**config.mk**
```make
export PLATFORM = sky130hd
export DESIGN_NAME = sphere_frustum_plane_test_core_flat
export DESIGN_NICKNAME = d
export VERILOG_FILES = /design/src/sfpt_pkg.sv /design/src/sfpt_if.sv /design/src/sfpt_dp.sv /design/src/sfpt_ctrl.sv /design/src/sphere_frustum_plane_test_core.sv /design/src/flat_wrapper.sv
export SDC_FILE = /design/constraint.sdc
export NUM_CORES = 2
export LEC_CHECK = 0
export BUFFER_PORTS_ARGS = -buffer_cell sky130_fd_sc_hd__buf_4
export CAP_MARGIN = 20
export CORE_MARGIN = 2
export CORE_UTILIZATION = 50
export CTS_BUF_LIST = sky130_fd_sc_hd__clkbuf_8
export CTS_CLUSTER_DIAMETER = 50
export DETAILED_ROUTE_END_ITERATION = 7
export GPL_TIMING_DRIVEN = 0
export PLACE_DENSITY_LB_ADDON = 0.08
export SYNTH_ARGS = -nofsm -noshare
export SYNTH_HDL_FRONTEND = slang
export SYNTH_SLANG_ARGS = --single-unit
```
**constraint.sdc**
```tcl
create_clock -name clk -period 16.5 [get_ports clk]
set_clock_uncertainty 0.05 [all_clocks]
set_input_delay 3.3 -clock clk [delete_from_list [all_inputs] [get_ports clk]]
set_output_delay 3.3 -clock clk [all_outputs]
set_load 0.005 [all_outputs]
```
**src/sfpt_pkg.sv**
```systemverilog
package sfpt_pkg;

    localparam int COEF_W  = 32;
    localparam int TOL_W   = 16;
    localparam int PROD_W  = 2 * COEF_W;
    // offset term d - r - slack, one guard bit for each subtraction
    localparam int OFS_W   = COEF_W + 2;
    localparam int FRAC_W  = 16;
    // three products plus the shifted offset term, kept exact
    localparam int ACC_W   = PROD_W + 4;

    localparam logic [TOL_W-1:0] TOL_RESET = 16'd66;

    typedef enum logic [1:0] {
        MODE_LOAD   = 2'd0,
        MODE_STRICT = 2'd1,
        MODE_TOL    = 2'd2,
        MODE_NONE   = 2'd3
    } mode_t;

    typedef enum logic [1:0] {
        SEL_X = 2'd0,
        SEL_Y = 2'd1,
        SEL_Z = 2'd2,
        SEL_W = 2'd3
    } coef_sel_t;

    typedef enum logic [5:0] {
        ST_IDLE = 6'b000001,
        ST_RD   = 6'b000010,
        ST_MUL  = 6'b000100,
        ST_SUM  = 6'b001000,
        ST_CHK  = 6'b010000,
        ST_RESP = 6'b100000
    } state_t;

    typedef struct packed {
        logic      load_en;   // write the request's plane row
        logic      start;     // capture sphere and slack
        logic      rd_en;     // fetch plane row
        logic      mul_en;    // one product through the multiplier
        coef_sel_t mul_sel;
        logic      init_acc;  // seed accumulator with offset term
        logic      acc_add;   // fold product register into accumulator
        logic      res_load;  // load result register
        logic      res_val;
    } cmd_t;

    typedef struct packed {
        logic beyond;         // accumulator strictly positive
    } sts_t;

endpackage

```
**src/sfpt_if.sv**
```systemverilog
interface sfpt_in_if;
    import sfpt_pkg::*;

    logic                     valid;
    logic                     ready;
    logic [1:0]               mode;
    logic [2:0]               plane_index;
    logic signed [COEF_W-1:0] coef_x;
    logic signed [COEF_W-1:0] coef_y;
    logic signed [COEF_W-1:0] coef_z;
    logic signed [COEF_W-1:0] coef_w;

    modport source (
        output valid, mode, plane_index, coef_x, coef_y, coef_z, coef_w,
        input  ready
    );

    modport sink (
        input  valid, mode, plane_index, coef_x, coef_y, coef_z, coef_w,
        output ready
    );
endinterface

interface sfpt_out_if;
    logic valid;
    logic ready;
    logic inside_res;

    modport source (
        output valid, inside_res,
        input  ready
    );

    modport sink (
        input  valid, inside_res,
        output ready
    );
endinterface

```
**src/sfpt_dp.sv**
```systemverilog
module sfpt_dp
    import sfpt_pkg::*;
#(
    parameter int NUM_PLANES = 6,
    parameter int PIDX_W     = 3
)
(
    input  logic                     clk,
    input  logic                     rst_n,
    input  cmd_t                     cmd,
    input  logic [PIDX_W-1:0]        rd_addr,
    input  logic [1:0]               mode,
    input  logic [2:0]               plane_index,
    input  logic signed [COEF_W-1:0] coef_x,
    input  logic signed [COEF_W-1:0] coef_y,
    input  logic signed [COEF_W-1:0] coef_z,
    input  logic signed [COEF_W-1:0] coef_w,
    input  logic                     tolerance_we,
    input  logic [TOL_W-1:0]         tolerance_wdata,
    output sts_t                     sts,
    output logic                     inside_res
);

    logic [4*COEF_W-1:0]      plane_mem [NUM_PLANES];
    logic [4*COEF_W-1:0]      row_reg;
    logic [TOL_W-1:0]         tol_reg;
    logic signed [COEF_W-1:0] x_reg;
    logic signed [COEF_W-1:0] y_reg;
    logic signed [COEF_W-1:0] z_reg;
    logic signed [COEF_W-1:0] r_reg;
    logic [TOL_W-1:0]         slack_reg;
    logic signed [PROD_W-1:0] prod_reg;
    logic signed [ACC_W-1:0]  acc_reg;
    logic                     res_reg;

    logic                     idx_ok;
    logic signed [COEF_W-1:0] op_a;
    logic signed [COEF_W-1:0] op_b;
    logic signed [OFS_W-1:0]  ofs;

    assign idx_ok = {1'b0, plane_index} < 4'(NUM_PLANES);

    // plane row: word 0 a, 1 b, 2 c, 3 d
    always_ff @(posedge clk)
    begin
        if (cmd.load_en && idx_ok)
        begin
            plane_mem[plane_index[PIDX_W-1:0]] <= {coef_w, coef_z, coef_y, coef_x};
        end
        if (cmd.rd_en)
        begin
            row_reg <= plane_mem[rd_addr];
        end
    end

    always_ff @(posedge clk or negedge rst_n)
    begin
        if (!rst_n)
        begin
            tol_reg <= TOL_RESET;
        end
        else if (tolerance_we)
        begin
            tol_reg <= tolerance_wdata;
        end
    end

    always_ff @(posedge clk)
    begin
        if (cmd.start)
        begin
            x_reg     <= coef_x;
            y_reg     <= coef_y;
            z_reg     <= coef_z;
            r_reg     <= coef_w;
            slack_reg <= (mode == MODE_TOL) ? tol_reg : '0;
        end
    end

    always_comb
    begin
        case (cmd.mul_sel)
            SEL_X:
            begin
                op_a = row_reg[0*COEF_W +: COEF_W];
                op_b = x_reg;
            end
            SEL_Y:
            begin
                op_a = row_reg[1*COEF_W +: COEF_W];
                op_b = y_reg;
            end
            SEL_Z:
            begin
                op_a = row_reg[2*COEF_W +: COEF_W];
                op_b = z_reg;
            end
            default:
            begin
                op_a = '0;
                op_b = '0;
            end
        endcase
    end

    // d - r - slack in Q18.16, exact
    assign ofs = OFS_W'($signed(row_reg[3*COEF_W +: COEF_W])) - OFS_W'(r_reg)
               - $signed({{(OFS_W-TOL_W){1'b0}}, slack_reg});

    always_ff @(posedge clk)
    begin
        if (cmd.mul_en)
        begin
            prod_reg <= PROD_W'(op_a) * PROD_W'(op_b);
        end
        if (cmd.init_acc)
        begin
            acc_reg <= {{(ACC_W-OFS_W-FRAC_W){ofs[OFS_W-1]}}, ofs, {FRAC_W{1'b0}}};
        end
        else if (cmd.acc_add)
        begin
            acc_reg <= acc_reg + ACC_W'(prod_reg);
        end
        if (cmd.res_load)
        begin
            res_reg <= cmd.res_val;
        end
    end

    assign sts.beyond = !acc_reg[ACC_W-1] && (|acc_reg);
    assign inside_res = res_reg;

endmodule

```
**src/sfpt_ctrl.sv**
```systemverilog
module sfpt_ctrl
    import sfpt_pkg::*;
#(
    parameter int NUM_PLANES = 6,
    parameter int PIDX_W     = 3
)
(
    input  logic              clk,
    input  logic              rst_n,
    input  logic              req_valid,
    input  logic [1:0]        req_mode,
    output logic              req_ready,
    output logic              rsp_valid,
    input  logic              rsp_ready,
    input  sts_t              sts,
    output cmd_t              cmd,
    output logic [PIDX_W-1:0] rd_addr
);

    state_t            state_reg;
    state_t            state_next;
    logic [PIDX_W-1:0] plane_reg;
    logic [PIDX_W-1:0] plane_next;
    logic [1:0]        step_reg;
    logic [1:0]        step_next;
    logic              out_valid_reg;
    logic              out_valid_next;
    logic              take;
    logic              is_test;
    logic              last_plane;

    assign take       = req_valid && req_ready;
    assign is_test    = (req_mode == MODE_STRICT) || (req_mode == MODE_TOL);
    assign last_plane = plane_reg == PIDX_W'(NUM_PLANES - 1);
    assign req_ready  = state_reg == ST_IDLE;
    assign rsp_valid  = out_valid_reg;
    assign rd_addr    = plane_reg;

    always_comb
    begin
        state_next     = state_reg;
        plane_next     = plane_reg;
        step_next      = step_reg;
        out_valid_next = out_valid_reg && !rsp_ready;
        cmd            = '0;
        cmd.mul_sel    = coef_sel_t'(step_reg);

        case (state_reg)
            ST_IDLE:
            begin
                if (take)
                begin
                    case (req_mode)
                        MODE_LOAD:
                        begin
                            cmd.load_en = 1'b1;
                        end
                        MODE_STRICT, MODE_TOL:
                        begin
                            cmd.start  = 1'b1;
                            plane_next = '0;
                            state_next = ST_RD;
                        end
                        default:
                        begin
                        end
                    endcase
                end
            end
            ST_RD:
            begin
                cmd.rd_en  = 1'b1;
                step_next  = 2'd0;
                state_next = ST_MUL;
            end
            ST_MUL:
            begin
                cmd.mul_en   = 1'b1;
                cmd.init_acc = step_reg == 2'd0;
                cmd.acc_add  = step_reg != 2'd0;
                step_next    = step_reg + 2'd1;
                if (step_reg == 2'd2)
                begin
                    state_next = ST_SUM;
                end
            end
            ST_SUM:
            begin
                cmd.acc_add = 1'b1;
                state_next  = ST_CHK;
            end
            ST_CHK:
            begin
                if (sts.beyond || last_plane)
                begin
                    state_next = ST_RESP;
                end
                else
                begin
                    plane_next = plane_reg + PIDX_W'(1);
                    state_next = ST_RD;
                end
            end
            ST_RESP:
            begin
                // inside flag reuses the last check: beyond stops the sweep
                if (!out_valid_reg || rsp_ready)
                begin
                    cmd.res_load   = 1'b1;
                    cmd.res_val    = !sts.beyond;
                    out_valid_next = 1'b1;
                    state_next     = ST_IDLE;
                end
            end
            default:
            begin
                state_next = ST_IDLE;
            end
        endcase
    end

    always_ff @(posedge clk or negedge rst_n)
    begin
        if (!rst_n)
        begin
            state_reg     <= ST_IDLE;
            plane_reg     <= '0;
            step_reg      <= '0;
            out_valid_reg <= 1'b0;
        end
        else
        begin
            state_reg     <= state_next;
            plane_reg     <= plane_next;
            step_reg      <= step_next;
            out_valid_reg <= out_valid_next;
        end
    end

    a_test_starts: assert property (@(posedge clk) disable iff (!rst_n)
        take && is_test |=> state_reg == ST_RD && plane_reg == '0)
        else $error("test request did not start plane sweep");

    a_step_range: assert property (@(posedge clk) disable iff (!rst_n)
        state_reg == ST_MUL |-> step_reg != 2'd3)
        else $error("multiply step out of range");

    a_plane_range: assert property (@(posedge clk) disable iff (!rst_n)
        state_reg != ST_IDLE |-> plane_reg <= PIDX_W'(NUM_PLANES - 1))
        else $error("plane counter out of range");

    a_resp_done: assert property (@(posedge clk) disable iff (!rst_n)
        cmd.res_load |=> state_reg == ST_IDLE && out_valid_reg)
        else $error("result load did not publish");

    a_chk_path: assert property (@(posedge clk) disable iff (!rst_n)
        state_reg == ST_SUM |=> state_reg == ST_CHK && $stable(plane_reg))
        else $error("sum did not lead to check");

endmodule

```
**src/sphere_frustum_plane_test_core.sv**
```systemverilog
// Channel   Dir  Payload                                        Role
// req       in   mode, plane_index, coef_x/y/z/w (Q16.16)       plane load or sphere test
// rsp       out  inside_res                                     one flag per test request
// tolerance in   tolerance_we, tolerance_wdata (16 bit)         slack for tolerance mode
//
// Load request: taken while idle, writes one plane row if the index is in range; no response.
// Test request: planes are examined in turn from plane 0;
//   the single shared 32x32 multiplier forms a*x, b*y, c*z in turn, framed by
//   the row read, the last accumulate and the sign check. The sweep stops at
//   the first plane the sphere lies beyond.
// Output register holds a result while the next request is taken; a test
//   waits in its response step only if the previous result is still unread.
// Reset: control cleared, tolerance set to 66; plane rows are not cleared.
module sphere_frustum_plane_test_core
    import sfpt_pkg::*;
#(
    parameter int NUM_PLANES = 6
)
(
    input  logic             clk,
    input  logic             rst_n,
    sfpt_in_if.sink          req,
    sfpt_out_if.source       rsp,
    input  logic             tolerance_we,
    input  logic [TOL_W-1:0] tolerance_wdata
);

    // plane counter width, at least one bit
    localparam int PIDX_W = (NUM_PLANES > 1) ? $clog2(NUM_PLANES) : 1;

    cmd_t              cmd;
    sts_t              sts;
    logic [PIDX_W-1:0] rd_addr;

    // sequencer: request handshake, plane sweep, response slot
    sfpt_ctrl #(
        .NUM_PLANES (NUM_PLANES),
        .PIDX_W     (PIDX_W)
    ) u_ctrl (
        .clk       (clk),
        .rst_n     (rst_n),
        .req_valid (req.valid),
        .req_mode  (req.mode),
        .req_ready (req.ready),
        .rsp_valid (rsp.valid),
        .rsp_ready (rsp.ready),
        .sts       (sts),
        .cmd       (cmd),
        .rd_addr   (rd_addr)
    );

    // plane memory, shared multiplier, exact wide accumulator
    sfpt_dp #(
        .NUM_PLANES (NUM_PLANES),
        .PIDX_W     (PIDX_W)
    ) u_dp (
        .clk             (clk),
        .rst_n           (rst_n),
        .cmd             (cmd),
        .rd_addr         (rd_addr),
        .mode            (req.mode),
        .plane_index     (req.plane_index),
        .coef_x          (req.coef_x),
        .coef_y          (req.coef_y),
        .coef_z          (req.coef_z),
        .coef_w          (req.coef_w),
        .tolerance_we    (tolerance_we),
        .tolerance_wdata (tolerance_wdata),
        .sts             (sts),
        .inside_res      (rsp.inside_res)
    );

endmodule
```
**src/flat_wrapper.sv**
```systemverilog
// flat-port wrapper written by rule: the top's interface ports become plain ports
module sphere_frustum_plane_test_core_flat import sfpt_pkg::*;
#(
    parameter int NUM_PLANES = 6
)
  (clk, rst_n, tolerance_we, tolerance_wdata, req_valid, req_mode, req_plane_index, req_coef_x, req_coef_y, req_coef_z, req_coef_w, req_ready, rsp_valid, rsp_inside_res, rsp_ready);
  sfpt_in_if req_i ();
  sfpt_out_if rsp_i ();
  input  logic clk;
  input  logic rst_n;
  input  logic tolerance_we;
  input  logic [TOL_W-1:0] tolerance_wdata;
  input wire logic [$bits(req_i.valid)-1:0] req_valid;
  input wire logic [$bits(req_i.mode)-1:0] req_mode;
  input wire logic [$bits(req_i.plane_index)-1:0] req_plane_index;
  input wire logic [$bits(req_i.coef_x)-1:0] req_coef_x;
  input wire logic [$bits(req_i.coef_y)-1:0] req_coef_y;
  input wire logic [$bits(req_i.coef_z)-1:0] req_coef_z;
  input wire logic [$bits(req_i.coef_w)-1:0] req_coef_w;
  output wire logic [$bits(req_i.ready)-1:0] req_ready;
  output wire logic [$bits(rsp_i.valid)-1:0] rsp_valid;
  output wire logic [$bits(rsp_i.inside_res)-1:0] rsp_inside_res;
  input wire logic [$bits(rsp_i.ready)-1:0] rsp_ready;
  assign req_i.valid = req_valid;
  assign req_i.mode = req_mode;
  assign req_i.plane_index = req_plane_index;
  assign req_i.coef_x = req_coef_x;
  assign req_i.coef_y = req_coef_y;
  assign req_i.coef_z = req_coef_z;
  assign req_i.coef_w = req_coef_w;
  assign req_ready = req_i.ready;
  assign rsp_valid = rsp_i.valid;
  assign rsp_inside_res = rsp_i.inside_res;
  assign rsp_i.ready = rsp_ready;
  sphere_frustum_plane_test_core #(.NUM_PLANES(NUM_PLANES)) u_core (.clk(clk), .rst_n(rst_n), .req(req_i), .rsp(rsp_i), .tolerance_we(tolerance_we), .tolerance_wdata(tolerance_wdata));
endmodule
```
# --- Yosys cells after proc, flatten, opt, wreduce, memory -nomap -nowiden ---
# Memory sizes are Yosys's and may differ from the RTL's. A register that Yosys moved wholly into a read port is not among the register bits.
# Cells that the tools add are included.
# W data, S select, Z words.
totals:
  reg_bits: 305
  ramBits: 768
  in_bits: 154
  out_inout_bits: 3
  elab_cells: 88
  n_memories: 1
memory_table:
  columns: ["name", "words", "width", "rd", "rd_clocked_by_memory_dff", "write_ports", "line", "text"]
  rows:
  - ["u_core.u_dp.plane_mem", 6, 128, 1, 1, 1, "sfpt_dp.sv:24", "logic [4*COEF_W-1:0] plane_mem [NUM_PLANES];"]
op_classes:
  addsub: 5
  multipliers: 1
  magnitude_cmp: 1
  n_eq_ne: 16
  muxes: 29
  reduce_logical: 21
op_table:
  columns: ["operator", "count"]
  rows:
  - ["$pmux W32 S3", 2]
  - ["$mux W68", 2]
  - ["$add A68 B64 Y68", 1]
  - ["$reduce_or A68 Y1", 1]
  - ["$mul A32 B32 Y64", 1]
  - ["$pmux W6 S6", 1]
  - ["$sub A33 B17 Y34", 1]
  - ["$sub A32 B32 Y33", 1]
  - ["$mux W6", 5]
  - ["$mux W1", 9]
  - ["$mux W3", 3]
  - ["$mux W2", 4]
  - ["$reduce_and A4 Y1", 2]
  - ["$reduce_bool A2 Y1", 4]
  - ["$eq A6 B1 Y1 const B", 1]
  - ["$eq A6 B2 Y1 const B", 1]
  - ["$eq A6 B3 Y1 const B", 1]
  - ["$eq A6 B4 Y1 const B", 1]
  - ["$eq A6 B5 Y1 const B", 1]
  - ["$eq A6 B6 Y1 const B", 1]
  - ["$ne A2 B2 Y1 const B", 3]
  - ["$pmux W3 S2", 1]
  - ["$eq A2 B1 Y1 const B", 2]
  - ["$eq A2 B2 Y1 const B", 2]
  - ["other kinds (13)", 22]

# --- Logic depth before layout (Yosys ltp) ---
depth:
  depth_word: 8
  ltp_mapped: 39
  mapped_depth_nobuf: 34

# --- Modules after synthesis ---
# A second synthesis with hierarchy kept.
hier_totals:
  hier_cells: 7085
  area_unflattened_um2: 85848.6
modules_own_cells:
  columns: ["module", "n_inst", "cells_per_inst", "area_each_um2", "seq_area_each_um2"]
  rows:
  - ["sfpt_dp", 1, 7007, 85124.1, 35466.5]
  - ["sfpt_ctrl", 1, 78, 724.4, 301.5]

# --- Least setup slack after synthesis ---
# OpenSTA, ideal clock, no wires.
synth_timing:
  path_type: "input to register"
  start: "in req_mode[0]"
  end: "mem u_core.u_dp.plane_mem[0][0] (netlist bit) (enable)"
  setup_time_ps: 774
  arrival_time_ps: 12514
  required_ps: 15676
  slack_ps: 3162
  cell_stages: 5
  path_buffers: 0
  path_cell_list: "inv_1 ha_1 nand3_1 or2_2 nor3_1"
synth_between:
  elab_chain_cells: 7
synth_lines:
  columns: ["item", "line", "text"]
  rows:
  - ["from (decl)", "flat_wrapper.sv:14", "input wire logic [$bits(req_i.mode)-1:0] req_mode;"]
  - ["$logic_not A2 Y1", "sfpt_ctrl.sv:53", "case (req_mode)"]
  - ["$mux W1", "sfpt_ctrl.sv:53", null]
  - ["$mux W2", "sfpt_ctrl.sv:51", "if (take)"]
  - ["$mux W2", "sfpt_ctrl.sv:48", "case (state_reg)"]
  - ["$logic_and A1 B1 Y1", "sfpt_dp.sv:46", "if (cmd.load_en && idx_ok)"]
  - ["$mux W1", "sfpt_dp.sv:46", null]
  - ["$mux W1 (not written as such)", "sfpt_dp.sv:48", "plane_mem[plane_index[PIDX_W-1:0]] <= {coef_w, coef_z, coef_y, coef_x};"]
  - ["to (decl)", "sfpt_dp.sv:24", null]
# No other way between the ends.

# --- Final worst setup path ---
layout_timing:
  start: "reg u_core.u_ctrl.step_reg[0]"
  end: "reg u_core.u_dp.prod_reg[63] (data pin)"
layout_between:
  elab_chain_cells: 3
  word_cells_on_any_way: 6
  classes_between: "mul: 1; eq/ne: 2; mux: 2; reduce/logical: 1"
layout_lines:
  columns: ["item", "line", "text"]
  rows:
  - ["from (decl)", "sfpt_ctrl.sv:24", "logic [1:0] step_reg;"]
  - ["from (signal assigned)", "sfpt_ctrl.sv:135", "step_reg <= step_next;"]
  - ["$eq A2 B2 Y1, or another cell as far along", "sfpt_dp.sv:82", "case (cmd.mul_sel)"]
  - ["$pmux W32 S3", "sfpt_dp.sv:82", null]
  - ["$mul A32 B32 Y64 *", "sfpt_dp.sv:114", "prod_reg <= PROD_W'(op_a) * PROD_W'(op_b);"]
  - ["to (signal assigned)", "sfpt_dp.sv:114", null]
  - ["to (decl)", "sfpt_dp.sv:32", "logic signed [PROD_W-1:0] prod_reg;"]
# Mark *: on every way between the ends. The rest lies on a longest branch, timed or not.
# A chain may end at the register's enable or synchronous reset.

==> results by group <==
Yosys
  • Main flop type after synthesis: edfxtp_1
  • Most numerous cell in the Yosys netlist: edfxtp_1
  • Syn Nets: 8646
  • Syn_area_per_cell: 12.08 um^2
  • Synth top cells by count: 1157 x edfxtp_1, 1105 x inv_1, 1099 x fa_1, 771 x nor2_1, 711 x nand2_1
  • Async set-or-reset flop fraction in the synthesized netlist: 2.331%
  • Yosys reg bits: 1201
  • Number of distinct library cells after synthesis: 94
  • Synth Instances: 7083
  • Dominant cell type by area after synthesis: edfxtp_1
  • Top-area cell type share of the netlist area: 40.59%
  • Synthesis Warnings: 0
  • Sequential-to-total area share from yosys stat: 41.79%
  • Netlist Area Pre-Place: 85590 um^2
  • Synth top area cells: edfxtp_1 41%, fa_1 26%, inv_1 4.8%, ha_1 4.5%, nor2_1 3.4%
  • Number of flops mapped to enable cells by yosys: 1157

Hold path
  • Min-delay src: u_core.u_dp.acc_reg[14]$_SDFFE_PP0P_
  • Cell count of the worst hold path: 2
  • Worst Hold End: u_core.u_dp.acc_reg[14]$_SDFFE_PP0P_
  • Hold Crit Class: reg -> reg

Drt
  • Drt first pass iters: 8
  • Vias per cell: 5.811
  • WL/cell: 29.72 um
  • Antenna Nets Post-Route: 0
  • Starting DRT DRC Count: 5988
  • Vias post-DR: 57500
  • Routed wire length: 294100 um
  • Drc violations: 0

Worst setup path
  • FF-to-FF Start: u_core.u_ctrl.step_reg[0]$_DFFE_PN0P_
  • Flop2flop setup slack: 3.47 ns
  • Worst r2r dst: u_core.u_dp.prod_reg[63]$_DFFE_PN_
  • Slowest CP cell: a22oi_1
  • Most frequent CP cell: fa_1
  • Critical Path Sink Type: register
  • Worst path max stage delay: 0.84 ns
  • WP data required: 17.03 ns
  • Worst Path Max Fanout: 10
  • CP arrival: 13.56 ns
  • Critical path type: reg -> reg
  • R2R depth: 37
  • Critical path launch point type: register

Timing
  • RSZ-0062 raised after global routing: no
  • F_max: 0.07676 GHz
  • Min cycle time layout: 13.03 ns
  • Final setup viols: 0
  • Crit share post-route: 78.96%
  • Worst-Margin Slew: 1.572 ns
  • Slew HR: -4.792%
  • Final-report hold violation count: 0
  • Pins Over Slew Limit: 4
  • Fin Setup TNS: 0 ns

Global routing
  • Tot GR Track Use: 34.27%
  • Largest net degree at the start of global routing: 71
  • Vias in the first global route: 58870
  • Initial antenna violation count: 14
  • Total grt overflow: 0
  • First-pass GRT wire length: 419200 um

Finish
  • Layout Nets: 9082
  • FILL cells: 14500
  • Number of flip-flops in the largest register: 768
  • Share of cells above drive strength 1: 9.102%
  • Design area: 94560 um^2
  • Layout Area Growth over Synthesis: 10.48%

Floorplan
  • Die Ht: 417.7 um
  • Row count: 151
  • Die area: 174500 um^2
  • Die width: 417.7 um
  • Core box area: 169700 um^2
  • Initial Util: 50.45%
  • Io pins: 157

Place
  • Placed cell area: 90770 um^2
  • Port Buf Inserts: 155
  • Routability Congestion: 1.063
  • Post-detail-place hpwl: 238800 um

Clock tree
  • Resize count post-CTS: 0
  • Post-CTS Setup Bufs: 0
  • Clk_lat worst skew: 0.92 ns
  • Clock Sinks: 1201
  • TritonCTS clock tree: done
  • Worst-path clk slew: 0.06 ns
  • Root Buffer: clkbuf_8
  • Htree depth: 4
  • Clock Tree Buf Depth: 3
  • CTS Hold Bufs: 0
  • Cts bufs inserted: 196

Run status
  • Outcome: finished, violations left
  • Violated checks: slew limit

Flow run
  • MaxCap Viol Count: 0
## final cells by class
cell class | instances | area, um^2 | share of cell area (%)
clock inverter | 149 | 973.4 | 1.029
timing repair buffer | 238 | 2404 | 2.542
tap | 2218 | 2775 | 2.935
clock buffer | 199 | 2739 | 2.897
inverter | 1107 | 4163 | 4.402
sequential | 1201 | 35770 | 37.83
buffer | 296 | 1146 | 1.212
antenna | 7 | 17.52 | 0.01852
multi-input combinational | 4479 | 44570 | 47.14
## cells in the final DEF (no fill, tap or decap), drive strengths merged, types with 10 or more instances in the layout
master,instances
buf,285
a21oi,305
mux4,128
o21a,22
a22oi,53
xor2,60
dfxtp,16
clkinv,58
ha,310
nand2,713
a211oi,20
dfrtp,25
or2,22
nor2b,24
nand4,28
fa,1099
o21bai,27
or3,25
xnor2,97
and2,83
a222oi,10
nor2,771
a21boi,12
clkbuf,447
nor4,24
o22ai,30
nand3,32
o211ai,11
nand2b,61
mux2i,131
nor3,38
edfxtp,1157
and3,16
a21o,90
inv,1189
a31oi,14
o21ai,107
mux2,18
## metrics by stage
step	instances	worst slack, ns	hold slack (ns)	utilization [%]
after global placement	9456	-5.330	0.4113	52.77
after global routing	9890	3.197	0.4595	55.73
after CTS	9882	3.767	0.4309	55.69
final	9894	3.472	0.4262	55.73
after detailed placement	9534	3.816	0.4226	53.50
after floorplan	7083	3.162	0.3985	-
## layer usage
layer | up-vias | track usage [%] | share of wire, %
li1 | 24320 | - | -
met1 | 29720 | 45.56 | 39
met2 | 2775 | 51.08 | 44
met3 | 675 | 8.269 | 9.3
met4 | 10 | 21.19 | 7.4
met5 | - | 0 | 0.063
## logic make-up after synthesis
family | synth area share [%]
DFF | 41.79
and+or+nand+nor | 9.288
buffers and inverters | 6.188
xor gates and xnor gates | 1.607
AOI/OAI and AO/OA | 5.755
adders and majority gates | 30.24
muxes | 5.137
## critical path: cells and delay by family, from the launching register on
family / cells / cell delay [ns]
buf+inv: 12 / 2.62
xor+xnor: 1 / 0.17
fa+ha+maj: 10 / 4.61
simple gates: 5 / 2.05
flops: 1 / 0.53
compound gates: 9 / 2.65
## worst max-delay path by stage
stage,from,endpoint,slack (ns),depth (start not counted)
6_report,u_core.u_ctrl.step_reg[0]$_DFFE_PN0P_,u_core.u_dp.prod_reg[63]$_DFFE_PN_,3.47,37
5_1_grt,u_core.u_ctrl.step_reg[0]$_DFFE_PN0P_,u_core.u_dp.prod_reg[63]$_DFFE_PN_,3.20,37
4_1_cts,u_core.u_ctrl.step_reg[0]$_DFFE_PN0P_,u_core.u_dp.prod_reg[63]$_DFFE_PN_,3.77,34
3_5_place_dp,u_core.u_ctrl.step_reg[0]$_DFFE_PN0P_,u_core.u_dp.prod_reg[63]$_DFFE_PN_,3.82,34
3_3_place_gp,req_mode[0],u_core.u_dp.plane_mem[0][44]$_DFFE_PP_,-5.33,6
2_1_floorplan,req_mode[0],u_core.u_dp.plane_mem[0][0]$_DFFE_PP_,3.16,5
Power is not shown: default switching activity piles up to over one toggle a cycle in this logic, so the estimate is an artifact.
